### src/sv/tmg_pkg.sv
// Shared types, constants and helpers for the transform matrix generator.
// No dependencies; imported by every module of the block.
`default_nettype none
package tmg_pkg;

  localparam int FracBitsDef     = 16;
  localparam int CordicStagesDef = 16;
  localparam int CordicMax       = 24;
  localparam int WorkFrac        = 30;

  localparam logic [3:0] FN_TRANSLATE = 4'd0;
  localparam logic [3:0] FN_SCALE     = 4'd1;
  localparam logic [3:0] FN_AXIS_ROT  = 4'd2;
  localparam logic [3:0] FN_ROT_X     = 4'd3;
  localparam logic [3:0] FN_ROT_Y     = 4'd4;
  localparam logic [3:0] FN_ROT_Z     = 4'd5;
  localparam logic [3:0] FN_MIRROR_X  = 4'd6;
  localparam logic [3:0] FN_MIRROR_Y  = 4'd7;
  localparam logic [3:0] FN_MIRROR_Z  = 4'd8;

  localparam logic signed [31:0] GainQ30 = 32'sd652032874;

  localparam logic signed [31:0] AtanTurn [CordicMax] = '{
    32'sd536870912, 32'sd316933406, 32'sd167458907, 32'sd85004756,
    32'sd42667331, 32'sd21354465, 32'sd10679838, 32'sd5340245,
    32'sd2670163, 32'sd1335087, 32'sd667544, 32'sd333772,
    32'sd166886, 32'sd83443, 32'sd41722, 32'sd20861,
    32'sd10430, 32'sd5215, 32'sd2608, 32'sd1304,
    32'sd652, 32'sd326, 32'sd163, 32'sd81
  };

  typedef struct packed {
    logic [3:0]         func;
    logic signed [31:0] vx;
    logic signed [31:0] vy;
    logic signed [31:0] vz;
  } req_t;

  // row-major matrix, element k = row*4 + col, element 0 in the lowest bits
  typedef logic [15:0][31:0] mat_t;

  function automatic logic signed [31:0] sat32(input logic signed [65:0] v);
    logic signed [31:0] res;
    if (v > 66'sd2147483647) begin
      res = 32'sh7FFF_FFFF;
    end else if (v < -66'sd2147483648) begin
      res = 32'sh8000_0000;
    end else begin
      res = v[31:0];
    end
    return res;
  endfunction

endpackage
`default_nettype wire

### src/sv/tmg_row_out.sv
// Holds one finished matrix and sends it out one row per item.
// Depends on tmg_pkg for the matrix type.
`default_nettype none
module tmg_row_out (
  input  wire logic          clk,
  input  wire logic          rst_n,
  input  wire logic          in_valid,
  input  wire tmg_pkg::mat_t in_mat,
  output logic               in_ready,
  output logic               out_tvalid,
  input  wire logic          out_tready,
  output logic [127:0]       out_tdata,
  output logic [1:0]         out_tuser,
  output logic               out_tlast
);
  import tmg_pkg::*;

  logic       busy_r;
  logic [1:0] row_r;
  mat_t       mat_r;
  logic       fire;
  logic       load;

  assign fire     = out_tvalid && out_tready;
  assign load     = !busy_r || (fire && row_r == 2'd3);
  assign in_ready = load;

  always_ff @(posedge clk) begin
    if (!rst_n) begin
      busy_r <= 1'b0;
      row_r  <= 2'd0;
    end else if (load) begin
      busy_r <= in_valid;
      row_r  <= 2'd0;
    end else if (fire) begin
      row_r  <= row_r + 2'd1;
    end
  end

  always_ff @(posedge clk) begin
    if (load && in_valid) begin
      mat_r <= in_mat;
    end
  end

  assign out_tvalid = busy_r;
  assign out_tdata  = mat_r[{row_r, 2'b00} +: 4];
  assign out_tuser  = row_r;
  assign out_tlast  = (row_r == 2'd3);

  a_row_step: assert property (@(posedge clk) disable iff (!rst_n)
    (fire && row_r != 2'd3) |=> (out_tvalid && row_r == $past(row_r) + 2'd1))
    else $error("row did not advance after accepted item");

  a_load_start: assert property (@(posedge clk) disable iff (!rst_n)
    (load && in_valid) |=> (busy_r && row_r == 2'd0))
    else $error("new matrix not started at row zero");

  a_idle_row: assert property (@(posedge clk) disable iff (!rst_n)
    !busy_r |-> row_r == 2'd0)
    else $error("row counter moved while idle");

endmodule
`default_nettype wire

### config.mk
export PLATFORM = sky130hd
export DESIGN_NAME = tmg_row_out
export DESIGN_NICKNAME = d
export VERILOG_FILES = /design/src/sv/tmg_pkg.sv /design/src/sv/tmg_row_out.sv
export SDC_FILE = /design/constraint.sdc
export NUM_CORES = 1
export LEC_CHECK = 0
export ABC_AREA = 1
export ABC_CLOCK_PERIOD_IN_PS = 54900
export BUFFER_PORTS_ARGS = -buffer_cell sky130_fd_sc_hd__buf_2
export CORE_ASPECT_RATIO = 0.75
export CORE_MARGIN = 5
export CORE_UTILIZATION = 36
export DETAILED_ROUTE_END_ITERATION = 8
export MAX_ROUTING_LAYER = met4
export PLACE_DENSITY = 0.65
export SLEW_MARGIN = 10
export SYNTH_ARGS = -nofsm -noshare
export SYNTH_HDL_FRONTEND = slang
export SYNTH_SLANG_ARGS = --single-unit
### constraint.sdc
create_clock -name clk -period 54.9 [get_ports clk]
set_clock_uncertainty 0.05 [all_clocks]
set_input_delay 2.745 -clock clk [delete_from_list [all_inputs] [get_ports clk]]
set_output_delay 2.745 -clock clk [all_outputs]
set_load 0.01 [all_outputs]
==> results.md <==
* Num CTS Buffers at 51
* Max FO, Critical Path at 73
* # setup viols final at 0
* First-pass GRT wire length at 82380 µm
* Clock-pin slew on the worst setup and hold paths at 0.06 ns
* I/O Pins at 649
* Clock Latency Late Sink at a little under 0.6 ns
* Post-route DRC at 0
* Max Root-Sink Buffers at 3
* WP data required at 52.10 ns
* Adder-cell share of the synthesized area at less than 1%
* Most frequent cells in the layout: buf_2 (648), nand2_1 (647), inv_1 (512), edfxtp_1 (512), nand3_1 (259)
* Dpl hpwl at 39180 µm
* Routed Antenna Nets at 0
* Crit end category: output pin
* Finished Cell Area at 0.02718 mm²
* # resized after CTS at 0
* Synth warnings at 0
* Pin count of the biggest net entering global routing at roughly 170
* Pwr Density at roughly 32 mW/mm²
* Site Rows at just under 80
* Core Area at 0.06012 mm²
* Leak at 13.15 nW
* Mean area per synthesized cell at about 11 µm²
* CP delay by family, top: buffers and inverters
* Slew headroom at between 20% and 30%
* Post-synth net total at 2541
* Crit-path max cell delay at 0.81 ns
* Reg2reg start: out_tuser[0]$_SDFFE_PP0P_
* Worst Tran Pin Value at 1.104 ns
* Final Slew Violations at 0
* Worst VDD drop at 0.02361 mV
* Max Clock Freq at around 160 MHz
* Cells after synthesis at just over 2000
* Vias per cell at 4.301
* Post CTS Setup Buffer Count at 0
* Buf/Inv on CP at 3
* FF+latch count, synth at 515
* Clock root buffer: clkbuf_16
* Leading area contributor after synthesis: edfxtp_1
* Maxcap violations at 0
* Total power at 0.8725 mW
* Syn-to-layout area delta at 25.14%
* Final Critical Period at approximately 6.3 ns
* RSZ-0062 raised after global routing: no
* Setup ws final at 48.63 ns
* Worst-case reg-to-reg path depth at 6
* Post-synthesis sequential area ratio at 71.07%
* WL final at 56270 µm
* Worst Hold Depth at 2
* Overflow left after global routing at 0
* Final hold vios at 0
* Synth top area share at 70.79%
* Max stage delay cell, worst path: dfxtp_4
* # hold bufs at CTS at 0
* H-tree Lvls at 2
* Largest family of logic cells by synthesized area: simple AND/OR/NAND/NOR gates
* Routed vias at 15150
* Final period utilization at 11.42%
* Initial core utilization at 36.13%
* Syn Std Cell Area at 0.02172 mm²
* Die H at 222.7 µm
* DR iter-0 viols at about 920
* CTS sink cnt at 515
* Dpl ws at 48.85 ns
* Die Wd at 293.6 µm
* Final core utilization at between 40% and 50%
* Mux cell area share after synthesis at 0%
* Placement Cell Area at 0.02551 mm²
* PortBufs at 648
* Post-synthesis compound-gate area fraction at 0.08065%
* Final TNS setup at 0 ns
* Worst hold path class: reg -> reg
* CP Data Arrival Time at ~3.5 ns
* Antenna violations before repair at 24
* All-Layer GR Usage at 16.84%
* Die area at 0.06539 mm²
* Worst Hold End: out_tuser[0]$_SDFFE_PP0P_
* Leading post-synthesis cells by cell area: edfxtp_1 (71%), nand2_1 (11%), inv_1 (8.9%), nand3_1 (6.0%), buf_6 (1.3%)
* Cells along the critical path: buf_4 > buf_4 > nand2_1 > nand3_1 > nand2_1 > buf_2
* Flop2flop setup slack at between 40 and 50 ns
* Hold path startpoint: out_tvalid$_SDFFE_PN0P_
* Nets at 3169
* Crit start category: flop
* Status: finished, final reports clean
* Vias in the first global route at 14460
* Simple-gate portion of the synthesized area at 17.15%
* Post-Synth XOR/XNOR Area at 0%
* Placer's final routability congestion estimate at approximately 0.83
* WS Path Type: reg -> out
* Reg-to-Reg End: mat_r[115]$_DFFE_PP_
* Share of layout cells above drive strength 1 at 27.26%
* Commonest non-fill, non-tap cell in the layout: buf_2
* Routed length per instance at 15.98 µm
* CTS tree: yes
* Netlist cell types at 13
* Pre-antenna DRT Iters at 5
-- state kept, by name, indices dropped and copies added, names as in the netlist --
name and count:
mat_r 512, out_tvalid 1, out_tuser 2
-- synth_stat cells --
cell type    n
a21boi_0     1
buf_4        4
buf_2       54
buf_6       26
nand3_1    259
inv_1      513
ha_1         1
edfxtp_1   512
nand2_1    647
a21oi_1      2
clkbuf_1     1
dfxtp_1      3
inv_4        1
-- area by class of cell --
cell class              instances  area [µm²]
repair buffers                660        3358
fillers                      5603       32940
multi-input cells             910        3766
diodes                         28       70.07
inverters                     514        1939
well taps                     800        1001
clock inverters                31       259.0
flip-flops and latches        515       15440
clock buffers                  63        1343
-- where the power goes --
| part | switching (mW) | internal (mW) | total (mW) | leakage (nW) |
|---|---|---|---|---|
| Combinational | 0.0416 | 0.0274 | 0.0690 | 7.49 |
| Clock | 0.145 | 0.192 | 0.337 | 0.783 |
| Sequential | 0.00565 | 0.460 | 0.466 | 4.88 |
-- logic make-up (layout without fill, tap and decap cells) --
kind of cell | count (synthesis) | count (layout)
other | 0 | 28
DFF | 515 | 515
adders and majority gates | 1 | 1
buffers and inverters | 599 | 1268
and+or+nand+nor | 906 | 906
AOI/OAI and AO/OA | 3 | 3
-- worst register-to-register path, cell delays in order, from the launching register on --
cell,delay (ns)
dfxtp_4,0.81
buf_4,0.70
ha_1,0.31
nand2_1,0.12
a21boi_4,0.86
buf_4,0.84
buf_12,0.66
-- how the worst max path moves through the flow --
stage                                          from                   end  slack [ns]  cells past startpoint
after CTS                 out_tuser[0]$_SDFFE_PP0P_         out_tdata[63]       48.58                      6
after global routing      out_tuser[0]$_SDFFE_PP0P_         out_tdata[63]       48.35                      6
final                     out_tuser[0]$_SDFFE_PP0P_         out_tdata[63]       48.63                      6
after floorplan                            in_valid    mat_r[0]$_DFFE_PP_       13.18                      1
after global placement                   out_tready  mat_r[270]$_DFFE_PP_       48.87                      5
after detailed placement                 out_tready  mat_r[302]$_DFFE_PP_       48.85                      5
-- stage by stage --
step	hold WS [ns]	std cells
4_1_cts	0.5652	3493
3_5_place_dp	0.5524	3399
2_1_floorplan	0.5083	2024
5_1_grt	0.5958	3517
6_report	0.5619	3521
3_3_place_gp	0.5512	3399
-- routing by layer --
metal	vias up	track usage, %	share of wire, %	wire [µm]
li1	7626	-	-	-
met1	6898	20.01	39	21710
met2	540	27.81	49	27730
met3	81	5.356	9.6	5425
met4	0	4.709	2.5	1398
met5	-	-	0	0
(Power assumes the default switching activity.)
